===== config.mk =====
export PLATFORM = sky130hd
export DESIGN_NAME = repeater_login_link_fsm_top
export DESIGN_NICKNAME = d
export VERILOG_FILES = /design/src/rtl/core/rllf_pkg.sv /design/src/rtl/core/repeater_login_link_fsm_top.sv /design/src/rtl/core/rllf_core.sv /design/src/rtl/core/rllf_rsp_queue.sv
export SDC_FILE = /design/constraint.sdc
export NUM_CORES = 1
export LEC_CHECK = 0
export ABC_AREA = 1
export BUFFER_PORTS_ARGS = -buffer_cell sky130_fd_sc_hd__buf_2
export CAP_MARGIN = 10
export CELL_PAD_IN_SITES_DETAIL_PLACEMENT = 1
export CELL_PAD_IN_SITES_GLOBAL_PLACEMENT = 2
export CORE_MARGIN = 3
export CORE_UTILIZATION = 38
export DETAILED_ROUTE_END_ITERATION = 10
export PLACE_DENSITY = 0.89
export SYNTH_ARGS = -nofsm -noshare
export SYNTH_HDL_FRONTEND = slang
export SYNTH_SLANG_ARGS = --single-unit

===== constraint.sdc =====
create_clock -name clock -period 21 [get_ports clock]
set_clock_uncertainty 0.05 [all_clocks]
set_input_delay 3.15 -clock clock [delete_from_list [all_inputs] [get_ports clock]]
set_output_delay 3.15 -clock clock [all_outputs]
set_load 0.02 [all_outputs]

===== src/rtl/core/rllf_pkg.sv =====
// shared types, codes and timer helpers for the repeater login link controller
// no dependencies; imported by every module of the block
`default_nettype none

package rllf_pkg;

   // message list depth per tick and its index/count widths
   localparam int MaxMsg   = 4;
   localparam int MsgIdxW  = $clog2(MaxMsg);
   localparam int MsgCntW  = $clog2(MaxMsg + 1);
   localparam int CountW   = 17;
   localparam logic [CountW-1:0] CountMax = '1;

   // link phases
   localparam logic [2:0] PhConnect = 3'd0;
   localparam logic [2:0] PhLogin   = 3'd1;
   localparam logic [2:0] PhAuth    = 3'd2;
   localparam logic [2:0] PhConfig  = 3'd3;
   localparam logic [2:0] PhOptions = 3'd4;
   localparam logic [2:0] PhRunning = 3'd5;

   // outgoing message kinds
   localparam logic [2:0] MsgNone    = 3'd0;
   localparam logic [2:0] MsgLogin   = 3'd1;
   localparam logic [2:0] MsgAuth    = 3'd2;
   localparam logic [2:0] MsgConfig  = 3'd3;
   localparam logic [2:0] MsgOptions = 3'd4;
   localparam logic [2:0] MsgPing    = 3'd5;
   localparam logic [2:0] MsgClose   = 3'd6;

   // received packet kinds
   localparam logic [2:0] PktData   = 3'd0;
   localparam logic [2:0] PktNak    = 3'd1;
   localparam logic [2:0] PktAck    = 3'd2;
   localparam logic [2:0] PktClose  = 3'd3;
   localparam logic [2:0] PktPong   = 3'd4;
   localparam logic [2:0] PktBeacon = 3'd5;

   // register indexes
   localparam logic [1:0] CsrOptionsPresent = 2'd0;
   localparam logic [1:0] CsrForwardEnabled = 2'd1;
   localparam logic [1:0] CsrRetryPeriod    = 2'd2;
   localparam logic [1:0] CsrTimeoutPeriod  = 2'd3;

   typedef struct packed {
      logic              options_present;
      logic              forward_enabled;
      logic [15:0]       retry_period_ms;
      logic [CountW-1:0] timeout_period_ms;
   } csr_type;

   typedef struct packed {
      logic       func;
      logic [2:0] packet_kind;
      logic [9:0] elapsed_ms;
      logic       open_ok;
      logic       send_ok;
      logic       read_fail;
   } req_item_type;

   typedef struct packed {
      logic [2:0]        phase;
      logic [CountW-1:0] retry_count;
      logic              retry_running;
      logic [CountW-1:0] timeout_count;
      logic              timeout_running;
   } link_state_type;

   typedef struct packed {
      logic [MsgCntW-1:0]          cnt;
      logic [MaxMsg-1:0][2:0]      kind;
      logic [MaxMsg-1:0][2:0]      phase;
      logic [2:0]                  final_phase;
      logic                        deliver;
      logic                        beacon;
   } tick_result_type;

   // running timer adds elapsed time, saturating
   function automatic logic [CountW-1:0] timer_clock(
      input logic [CountW-1:0] count,
      input logic              running,
      input logic [9:0]        ms
   );
      logic [CountW:0] sum;
      sum = {1'b0, count} + (CountW + 1)'(ms);
      if (!running) begin
         return count;
      end else if (sum > {1'b0, CountMax}) begin
         return CountMax;
      end else begin
         return sum[CountW-1:0];
      end
   endfunction

   function automatic logic timer_expired(
      input logic [CountW-1:0] count,
      input logic              running,
      input logic [CountW-1:0] period
   );
      return running && (period != '0) &&
             (({1'b0, count} + (CountW + 1)'(1)) >= {1'b0, period});
   endfunction

   function automatic link_state_type retry_start(input link_state_type st);
      link_state_type r;
      r = st;
      r.retry_running = 1'b1;
      r.retry_count   = '0;
      return r;
   endfunction

   function automatic link_state_type timeout_start(input link_state_type st);
      link_state_type r;
      r = st;
      r.timeout_running = 1'b1;
      r.timeout_count   = '0;
      return r;
   endfunction

   // back to connect, timeout stopped, retry restarted
   function automatic link_state_type reopen(input link_state_type st);
      link_state_type r;
      r = st;
      r.phase           = PhConnect;
      r.timeout_running = 1'b0;
      r.timeout_count   = '0;
      r.retry_running   = 1'b1;
      r.retry_count     = '0;
      return r;
   endfunction

   // append one message with the phase it was issued in
   function automatic tick_result_type push_msg(
      input tick_result_type res,
      input logic [2:0]      kind,
      input logic [2:0]      phase
   );
      tick_result_type r;
      r = res;
      if (res.cnt < MsgCntW'(MaxMsg)) begin
         r.kind[res.cnt[MsgIdxW-1:0]]  = kind;
         r.phase[res.cnt[MsgIdxW-1:0]] = phase;
         r.cnt = res.cnt + MsgCntW'(1);
      end
      return r;
   endfunction

   function automatic logic [2:0] phase_message(input logic [2:0] ph);
      logic [2:0] m;
      unique case (ph)
         PhLogin:   m = MsgLogin;
         PhAuth:    m = MsgAuth;
         PhConfig:  m = MsgConfig;
         PhOptions: m = MsgOptions;
         PhRunning: m = MsgPing;
         default:   m = MsgNone;
      endcase
      return m;
   endfunction

endpackage

`default_nettype wire


===== src/rtl/core/repeater_login_link_fsm_top.sv =====
// top level of the repeater login link controller: input register, link state,
// configuration registers; uses rllf_pkg, rllf_core and rllf_rsp_queue
`default_nettype none

// Client side of a repeater-to-master login handshake. Each request word is one
// tick (elapsed milliseconds, optional classified packet, socket flags). The
// block walks the link through connect, login, authorise, config, options and
// running, runs the retry and timeout timers, and answers each tick with one or
// two response words: one per message to send (login, auth, config, options,
// ping, close), or a single word with send kind "none" if nothing is sent. The
// word with tlast set carries the phase after the tick plus the data-forward and
// beacon flags; earlier words carry the phase the message was issued in. A tick
// is registered, evaluated by combinational logic and loaded into a result
// buffer, whose readout, stalled by the response side, sets the rate.
// A new tick is taken while the previous one's words are still draining. The
// configuration port is always ready and must be written only while idle.
module repeater_login_link_fsm_top (
   input  wire         clock,
   input  wire         reset,
   // request stream
   input  wire         req_tvalid,
   output logic        req_tready,
   input  wire  [15:0] req_tdata,   // elapsed_ms[9:0], open_ok[10], send_ok[11],
                                    // read_fail[12], zero[15:13]
   input  wire  [3:0]  req_tuser,   // func[0], packet_kind[3:1]
   // response stream
   output logic        rsp_tvalid,
   input  wire         rsp_tready,
   output logic [7:0]  rsp_tdata,   // link_state[2:0], deliver_data[3],
                                    // beacon_request[4], zero[7:5]
   output logic [2:0]  rsp_tuser,   // send_kind[2:0]
   output logic        rsp_tlast,
   // register writes
   input  wire         csr_valid,
   output logic        csr_ready,
   input  wire  [1:0]  csr_index,
   input  wire  [16:0] csr_data
);
   import rllf_pkg::*;

   // input register
   logic            in_valid_ff;
   req_item_type    in_ff;
   req_item_type    in_item;

   // link state and registers
   link_state_type  state_ff;
   link_state_type  state_in;
   csr_type         csr_ff;

   tick_result_type res;
   logic            q_free;
   logic            load;

   // unpack the request word
   assign in_item.func        = req_tuser[0];
   assign in_item.packet_kind = req_tuser[3:1];
   assign in_item.elapsed_ms  = req_tdata[9:0];
   assign in_item.open_ok     = req_tdata[10];
   assign in_item.send_ok     = req_tdata[11];
   assign in_item.read_fail   = req_tdata[12];

   // a held tick moves on as soon as the result buffer can take it
   assign load       = in_valid_ff && q_free;
   assign req_tready = !in_valid_ff || load;
   assign csr_ready  = 1'b1;

   always_ff @(posedge clock) begin
      if (reset) begin
         in_valid_ff <= 1'b0;
      end else if (req_tready) begin
         in_valid_ff <= req_tvalid;
      end
   end

   always_ff @(posedge clock) begin
      if (req_tready && req_tvalid) begin
         in_ff <= in_item;
      end
   end

   // link state advances once per tick, when its words are loaded
   always_ff @(posedge clock) begin
      if (reset) begin
         state_ff.phase           <= PhConnect;
         state_ff.retry_count     <= '0;
         state_ff.retry_running   <= 1'b1;
         state_ff.timeout_count   <= '0;
         state_ff.timeout_running <= 1'b0;
      end else if (load) begin
         state_ff <= state_in;
      end
   end

   // configuration registers
   always_ff @(posedge clock) begin
      if (reset) begin
         csr_ff.options_present   <= 1'b0;
         csr_ff.forward_enabled   <= 1'b0;
         csr_ff.retry_period_ms   <= 16'd10000;
         csr_ff.timeout_period_ms <= 17'd60000;
      end else if (csr_valid && csr_ready) begin
         unique case (csr_index)
            CsrOptionsPresent: csr_ff.options_present   <= csr_data[0];
            CsrForwardEnabled: csr_ff.forward_enabled   <= csr_data[0];
            CsrRetryPeriod:    csr_ff.retry_period_ms   <= csr_data[15:0];
            CsrTimeoutPeriod:  csr_ff.timeout_period_ms <= csr_data;
            default: begin
            end
         endcase
      end
   end

   rllf_core u_core (
      .cfg  (csr_ff),
      .cur  (state_ff),
      .item (in_ff),
      .nxt  (state_in),
      .res  (res)
   );

   rllf_rsp_queue u_rsp_queue (
      .clock      (clock),
      .reset      (reset),
      .load       (load),
      .res_in     (res),
      .free       (q_free),
      .rsp_tvalid (rsp_tvalid),
      .rsp_tready (rsp_tready),
      .rsp_tdata  (rsp_tdata),
      .rsp_tuser  (rsp_tuser),
      .rsp_tlast  (rsp_tlast)
   );

   // the timeout timer never runs while connecting
   a_connect_no_timeout: assert property (@(posedge clock) disable iff (reset)
      state_ff.phase == PhConnect |-> !state_ff.timeout_running)
      else $error("timeout timer running in connect phase");

   // phase stays within the defined phases
   a_phase_range: assert property (@(posedge clock) disable iff (reset)
      state_ff.phase <= PhRunning)
      else $error("link phase out of range");

   // forward and beacon flags only on the closing word of a tick
   a_flags_on_last: assert property (@(posedge clock) disable iff (reset)
      rsp_tvalid && !rsp_tlast |-> rsp_tdata[4:3] == 2'b00)
      else $error("flags set before the last word");

   // a loaded tick shows a word in the next cycle
   a_load_shows: assert property (@(posedge clock) disable iff (reset)
      load |=> rsp_tvalid)
      else $error("loaded tick not presented");

   // a waiting tick is not dropped
   a_hold_tick: assert property (@(posedge clock) disable iff (reset)
      in_valid_ff && !load |=> in_valid_ff)
      else $error("held tick lost");

endmodule

`default_nettype wire


===== src/rtl/core/rllf_core.sv =====
// one-tick next-state and message list logic of the link controller
// depends on rllf_pkg
`default_nettype none

module rllf_core (
   input  wire  rllf_pkg::csr_type         cfg,
   input  wire  rllf_pkg::link_state_type  cur,
   input  wire  rllf_pkg::req_item_type    item,
   output rllf_pkg::link_state_type        nxt,
   output rllf_pkg::tick_result_type       res
);
   import rllf_pkg::*;

   link_state_type  st;
   tick_result_type r;
   logic            halt;
   logic            ack_hit;
   logic [2:0]      m;

   always_comb begin
      st      = cur;
      r       = '0;
      halt    = 1'b0;
      ack_hit = 1'b0;
      m       = MsgNone;

      if (st.phase == PhConnect) begin
         // only the retry timer runs while connecting
         st.retry_count = timer_clock(st.retry_count, st.retry_running, item.elapsed_ms);
         if (timer_expired(st.retry_count, st.retry_running,
                           {1'b0, cfg.retry_period_ms})) begin
            if (item.open_ok) begin
               r = push_msg(r, MsgLogin, st.phase);
               if (item.send_ok) begin
                  st.phase = PhLogin;
                  st = timeout_start(st);
               end else begin
                  st = reopen(st);
               end
            end
            st = retry_start(st);
         end
      end else if (item.read_fail) begin
         // read failure beats any packet
         if (st.phase == PhRunning) begin
            r = push_msg(r, MsgClose, st.phase);
         end
         st = reopen(st);
      end else begin
         if (item.func) begin
            unique case (item.packet_kind)
               PktData: begin
                  r.deliver = cfg.forward_enabled;
               end
               PktNak: begin
                  if (st.phase == PhRunning) begin
                     st.phase = PhLogin;
                     st = timeout_start(st);
                     st = retry_start(st);
                  end else begin
                     st   = reopen(st);
                     halt = 1'b1;
                  end
               end
               PktAck: begin
                  ack_hit = 1'b1;
                  unique case (st.phase)
                     PhLogin: begin
                        r = push_msg(r, MsgAuth, st.phase);
                        if (!item.send_ok) begin
                           st = reopen(st);
                        end
                        st.phase = PhAuth;
                     end
                     PhAuth: begin
                        r = push_msg(r, MsgConfig, st.phase);
                        if (!item.send_ok) begin
                           st = reopen(st);
                        end
                        st.phase = PhConfig;
                     end
                     PhConfig: begin
                        if (cfg.options_present) begin
                           r = push_msg(r, MsgOptions, st.phase);
                           if (!item.send_ok) begin
                              st = reopen(st);
                           end
                           st.phase = PhOptions;
                        end else begin
                           st.phase = PhRunning;
                        end
                     end
                     PhOptions: begin
                        st.phase = PhRunning;
                     end
                     default: begin
                        ack_hit = 1'b0;
                     end
                  endcase
                  if (ack_hit) begin
                     st = timeout_start(st);
                     st = retry_start(st);
                  end
               end
               PktClose: begin
                  if (st.phase == PhRunning) begin
                     r = push_msg(r, MsgClose, st.phase);
                  end
                  st = reopen(st);
               end
               PktPong: begin
                  st = timeout_start(st);
               end
               PktBeacon: begin
                  r.beacon = 1'b1;
               end
               default: begin
               end
            endcase
         end

         if (!halt) begin
            // retry timer: resend the pending request or ping
            st.retry_count = timer_clock(st.retry_count, st.retry_running, item.elapsed_ms);
            if (timer_expired(st.retry_count, st.retry_running,
                              {1'b0, cfg.retry_period_ms})) begin
               m = phase_message(st.phase);
               if (m != MsgNone) begin
                  r = push_msg(r, m, st.phase);
                  if (!item.send_ok) begin
                     st = reopen(st);
                  end
               end
               st = retry_start(st);
            end
            // timeout timer: drop the link
            st.timeout_count = timer_clock(st.timeout_count, st.timeout_running,
                                           item.elapsed_ms);
            if (timer_expired(st.timeout_count, st.timeout_running,
                              cfg.timeout_period_ms)) begin
               if (st.phase == PhRunning) begin
                  r = push_msg(r, MsgClose, st.phase);
               end
               st = reopen(st);
            end
         end
      end

      // a tick always gives at least one word
      if (r.cnt == '0) begin
         r.cnt = MsgCntW'(1);
      end
      r.final_phase = st.phase;
   end

   assign nxt = st;
   assign res = r;

endmodule

`default_nettype wire


===== src/rtl/core/rllf_rsp_queue.sv =====
// result buffer: holds one tick's message list and plays it out one word a cycle
// while the response side is ready; depends on rllf_pkg
`default_nettype none

module rllf_rsp_queue (
   input  wire                             clock,
   input  wire                             reset,
   input  wire                             load,
   input  wire  rllf_pkg::tick_result_type res_in,
   output logic                            free,
   output logic                            rsp_tvalid,
   input  wire                             rsp_tready,
   output logic [7:0]                      rsp_tdata,   // link_state[2:0], deliver_data[3],
                                                        // beacon_request[4], zero[7:5]
   output logic [2:0]                      rsp_tuser,   // send_kind[2:0]
   output logic                            rsp_tlast
);
   import rllf_pkg::*;

   logic                valid_ff;
   logic [MsgIdxW-1:0]  idx_ff;
   tick_result_type     res_ff;
   logic                at_last;
   logic [2:0]          phase_out;

   assign at_last = ((MsgCntW'(idx_ff) + MsgCntW'(1)) == res_ff.cnt);
   assign free    = !valid_ff || (rsp_tready && at_last);

   always_ff @(posedge clock) begin
      if (reset) begin
         valid_ff <= 1'b0;
         idx_ff   <= '0;
      end else if (load) begin
         valid_ff <= 1'b1;
         idx_ff   <= '0;
      end else if (valid_ff && rsp_tready) begin
         if (at_last) begin
            valid_ff <= 1'b0;
         end else begin
            idx_ff <= idx_ff + MsgIdxW'(1);
         end
      end
   end

   always_ff @(posedge clock) begin
      if (load) begin
         res_ff <= res_in;
      end
   end

   // the last word reports the phase after the tick
   assign phase_out  = at_last ? res_ff.final_phase : res_ff.phase[idx_ff];
   assign rsp_tvalid = valid_ff;
   assign rsp_tuser  = res_ff.kind[idx_ff];
   assign rsp_tdata  = {3'b000, at_last & res_ff.beacon, at_last & res_ff.deliver, phase_out};
   assign rsp_tlast  = at_last;

endmodule

`default_nettype wire


* Word-level counts from Yosys, hierarchy flattened *
Cells that the tools add are included.
W data, S select, Z words.

storage, ports and cells
  flip-flop bits (word level) = 127
  bits in latches = 0
  memory bits (writable) = 0
  bits in read-only memories = 0
  input bits = 44
  word-level logic and storage cells = 207
  memories = 0

operators by class
  add/subtract/negate cells = 10
  $mul = 0
  div/mod/pow operators = 0
  $lt $le $gt $ge = 13
  eq/ne operators = 22
  shift-type cells = 0
  multiplexer cells = 90
  bitwise logic cells = 6
  reduce and logical (&&, ||, !) cells = 36

operator list
  cell                     count
  $mux W39                 15
  $mux W32                 14
  $mux W17                 13
  $pmux W39 S4             1
  $mux W36                 3
  $mux W30                 3
  $pmux W30 S3             1
  $mux W37                 2
  $pmux W36 S2             1
  $pmux W30 S2             1
  $add A17 B1 Y18 const B  3
  $add A17 B10 Y18         3
  $gt A18 B17 Y1 const B   3
  $mux W27                 2
  $bwmux W12               3
  $ge A18 B16 Y1           2
  $mux W3                  9
  $eq A3 B3 Y1 const B     7
  $eq A3 B2 Y1 const B     6
  $ge A18 B17 Y1           1
  $reduce_bool A17 Y1      1
  $reduce_bool A16 Y1      1
  $pmux W3 S5              1
  $mux W1                  14
  other kinds (31)         67

* Depth between registers and ports, before layout *
  word-level depth = 47
  depth in mapped cells = 82
  depth with buffers taken out = 80

* Hierarchy *
A second synthesis with hierarchy kept.

unflattened totals
  cell total of the unflattened synthesis = 1669
  area total of the unflattened synthesis = 11135.7 µm²

modules (own cells, without submodules)
  module                       instances  cells each  area each (µm²)  seq. area each (µm²)
  rllf_core                    1          1154        6414.9           0.0
  repeater_login_link_fsm_top  1          400         3311.9           2011.9
  rllf_rsp_queue               1          115         1408.9           1021.0

* Least setup slack after synthesis *
No wires, ideal clock.

  path kind = register to register
  start point = register in_ff[16] in the netlist's numbering
  end point = register u_rsp_queue.res_ff[17] in the netlist's numbering (data pin)
  setup time = 0.253 ns
  arrival time = 9.141 ns
  required time = 20.697 ns
  setup slack = 11.556 ns
  stages on the path, launching flop included = 78
  path buffers = 3
  clock period less this slack = 9.444 ns
  path through = edfxtp_1 inv_2 nor3_4 nand2_4 inv_2 buf_2 nor2_1 ha_1 nand2_1 nor2_1 nand3_1 nand3_1 nand3_2 nand2_4 nand2_4 nand3b_1 nand2_1 inv_1 [42 not listed] nor2_1 nand2_1 nor4_1 xor2_1 inv_1 ha_1 a21o_1 a21oi_1 o21ai_0 a21oi_1 o21ai_0 nand2_1 nand3_2 nand2_2 buf_2 nand2_1 nand3_1 nand2_1

RTL lines
  element                 RTL line                           source
  from (decl)             repeater_login_link_fsm_top.sv:43  req_item_type in_ff;
  from (signal assigned)  repeater_login_link_fsm_top.sv:78  in_ff <= in_item;
  to (signal assigned)    rllf_rsp_queue.sv:47               res_ff <= res_in;
  to (decl)               rllf_rsp_queue.sv:22               tick_result_type res_ff;

* Worst setup path after layout *
  start point = register in_ff[16] in the netlist's numbering
  end point = register u_rsp_queue.res_ff[31] in the netlist's numbering (data pin)

between the ends
  word-level cells in the longest chain between the ends = 32
  elaborated cells on any way between the ends = 66
  those cells by class = add/sub: 6; order compare: 6; eq/ne: 6; mux: 42; reduce/logical: 6

RTL lines
  element              RTL line          source
  $mux W39             rllf_core.sv:50   if (item.func) begin
  $mux W39             rllf_core.sv:43   end else if (item.read_fail) begin
  $mux W39             rllf_core.sv:27   if (st.phase == PhConnect) begin
  $add A17 B10 Y18     rllf_pkg.sv:85    sum = {1'b0, count} + (CountW + 1)'(ms);
  $gt A18 B17 Y1       rllf_pkg.sv:88    end else if (sum > {1'b0, CountMax}) begin
  $mux W17             rllf_pkg.sv:88
  $mux W17             rllf_pkg.sv:86    if (!running) begin
  $mux W17             rllf_core.sv:122  if (!halt) begin
  [16 not listed]      -
  $add A17 B1 Y18      rllf_pkg.sv:101   (({1'b0, count} + (CountW + 1)'(1)) >= {1'b0, period});
  $ge A18 B17 Y1       rllf_pkg.sv:101
  $logic_and A1 B1 Y1  rllf_pkg.sv:100   return running && (period != '0) &&
  $mux W32             rllf_core.sv:139  if (timer_expired(st.timeout_count, st.timeout_running,
  $mux W32 (*)         rllf_core.sv:122
  $mux W32 (*)         rllf_core.sv:43
  $mux W32 (*)         rllf_core.sv:27
  $logic_not A3 Y1     rllf_core.sv:150  if (r.cnt == '0) begin

Mark *: on every way between the ends. The rest lies on a longest branch, timed or not. The select of a mux whose other input is x is not followed.
A chain may end at the register's enable or synchronous reset.

==> flow_summary.yaml <==
synthesis:
  synth_commonest_cells: "nand2_1, inv_1, nor2_1, nand3_1, o21ai_0"
  synth_area_sq_um: 10950
  syn_avg_cell_area_sq_um: 6.626
  synth_top_area_share_pct: 14.27
  synth-main-ff-cell: "dfxtp_1"
  synth-seq-cells: 123
  syn-instance-count: 1652
  synthArstFlopShare_pct: 0
  ys_seq_area_share_pct: 26.61
  synthTopCellsByArea: "dfxtp_1, edfxtp_1, nand2_1, ha_1, inv_1"
  synth.most_common_cell: "nand2_1"
  synth_enable_flop_cells: 45
  synth.largest_area_cell: "dfxtp_1"
  yosys_warnings: 0
  synth_cell_types: 50
placement:
  hpwl_microns: 27680
  routabilityCongestion: 0.9327
  numPortBuffers: 51
  placedCellCount: 2042
cells_and_area:
  register_area_sq_um: 2913
  final-instance-count-excl-fill: 2074
  syn_to_final_growth_pct: 10.31
  post-route-util_pct: 42.99
  nets: 1818
  multi_input_area_sq_um: 6720
  diodes: 0
  fill_cells: 3737
  drive_gt1_share_pct: 9.257
sta:
  min_period_ps: 12920
  max_freq_ghz: 0.07742
  setup_viol: 0
  rsz0062_at_grt: "no"
  tightest_slew_ps: 1144
  slew_headroom_pct: 23.29
  holdWs_ps: 414.3
  final_max_slew_viol_count: 0
  hold_viol_final: 0
  fin_crit_sh_pct: 61.50
  fin_setup_tns_ps: 0
drt:
  wirelength_microns: 35720
  drt-initial-drc-count: 605
  vias: 10830
  vias_per_cell: 5.219
  firstDrtPassIters: 5
  drtAntennaViolNets: 0
  wl_per_cell_microns: 17.22
  route.detailed.drc: 0
run_status:
  status: "completed"
clock_tree:
  clkSinkCount: 123
  cts_resized: 0
  cts_buffer_depth: 2
  ctsHoldBuffers: 0
  cts_buffers: 17
  cts_tree: "done"
  htreeDepth: 4
  cts-root-buf: "clkbuf_16"
  clkTransAtPathRegs_ps: 60
  post_cts_buffers: 0
  clk_latency_ps: 440
worst_setup_path:
  cpMaxStageDelayCell: "a2111oi_0"
  crit_path_max_incr_delay_ps: 640
  critPathCaptureType: "register"
  worst_path_most_repeated_cell: "nand2_1"
  worstRegToRegCells: 75
  path_class: "register to register"
  cp.required_ps: 21120
  cp_max_fo: 48
  cp.arrival_ps: 13040
  start_kind: "register"
floorplan:
  core_area_sq_um: 28090
  die_w_microns: 175.7
  ioPinCount: 59
  dieHeight_microns: 175.7
  num_rows: 61
  initial_utilization_pct: 38.97
  die-area_sq_um: 30880
pwr:
  p_leak_nw: 5.969
  power.density_nw_per_um2: 69.61
  power.total_w: 0.0008405
  peakVddDrop_uv: 63.92
min_path:
  hold_class: "register to register"
  hold_depth: 2
global_route:
  grt_pass1_wl_microns: 57410
  gr-usage-all-layers_pct: 23.31
  grt_overflow: 0
  grt_max_degree: 66
  first_global_vias: 10870
  antenna_found_initial: 0
run:
  drv_cap: 0
registers in the layout, summed over array words and instances (netlist names):
signal and count:
state_ff 39, csr_ff 35, u_rsp_queue.res_ff 28, u_rsp_queue.idx_ff 2
u_rsp_queue.rsp_tvalid 1, in_ff 17, in_valid_ff 1
per-stage QoR:
stage / instance area, sq um / worst slack (ps)
2_1_floorplan: 10960 / 11560
3_3_place_gp: 11470 / 8455
3_5_place_dp: 11470 / 8196
4_1_cts: 12070 / 8118
5_1_grt: 12070 / 6754
6_report: 12070 / 8084
power breakdown:
group	total (W)	switching, W	internal, W
clock	0.000305	0.000120	0.000185
combinational	0.000265	0.000181	0.0000842
sequential	0.000271	0.0000116	0.000259
total	0.000840	0.000312	0.000528
placed cells by master, fill, tap and decap left out, drive strengths merged, types with 7 or more instances in the layout:
| master | Yosys | final |
|---|---|---|
| xnor2 | 20 | 20 |
| o21bai | 13 | 13 |
| a21oi | 102 | 102 |
| nor3 | 27 | 27 |
| nand2 | 362 | 362 |
| o21ai | 115 | 115 |
| clkinv | 8 | 10 |
| nor2 | 177 | 177 |
| buf | 18 | 57 |
| nand3 | 126 | 126 |
| clkbuf | 31 | 19 |
| nand4 | 42 | 42 |
| nor4 | 7 | 7 |
| or2 | 9 | 9 |
| ha | 88 | 88 |
| inv | 276 | 280 |
| edfxtp | 45 | 45 |
| o211ai | 7 | 7 |
| a31oi | 26 | 26 |
| xor2 | 46 | 46 |
| dfxtp | 78 | 78 |
cells by family after synthesis:
kind of cell,after synthesis,share of synthesized area (%)
adders and majority gates,91,10.61
DFF,123,26.61
xor gates and xnor gates,66,5.281
buffers and inverters,333,12.20
other,2,0.06861
AOI/OAI and AO/OA,281,14.25
and+or+nand+nor,756,30.98
worst paths after layout:
check / slack, ps / startpoint / to
hold reg to reg: 410 / state_ff[9] / state_ff[9]
setup / recovery: 8080 / in_ff[16] / u_rsp_queue.res_ff[31]
setup reg to reg: 8080 / in_ff[16] / u_rsp_queue.res_ff[31]
hold / removal: 410 / state_ff[9] / state_ff[9]
final cells by class:
cell class / count / area share, %
Clock inverter: 13 / 1.140
Sequential cell: 123 / 24.12
Timing Repair Buffer: 57 / 2.487
Inverter: 284 / 8.829
Tap cell: 378 / 3.917
Multi-Input combinational cell: 1200 / 55.66
Clock buffer: 19 / 3.845
routing by layer:
metal	track usage, %	vias up	wire (microns)
met4	5.576	0	549
met3	3.264	33	1378
met2	37.59	190	16080
met1	32.98	5157	17710
met5	0	-	0
li1	-	5445	-
worst max-delay path: cells and delay by family, from the launching register on:
kind	cells	cell delay [ps]
buffers and inverters	11	1660
and+or+nand+nor	43	5780
AOI/OAI and AO/OA	13	2570
DFF	1	540
xor gates and xnor gates	2	390
adders and majority gates	6	1600
Power figures use the tool's default switching activity.
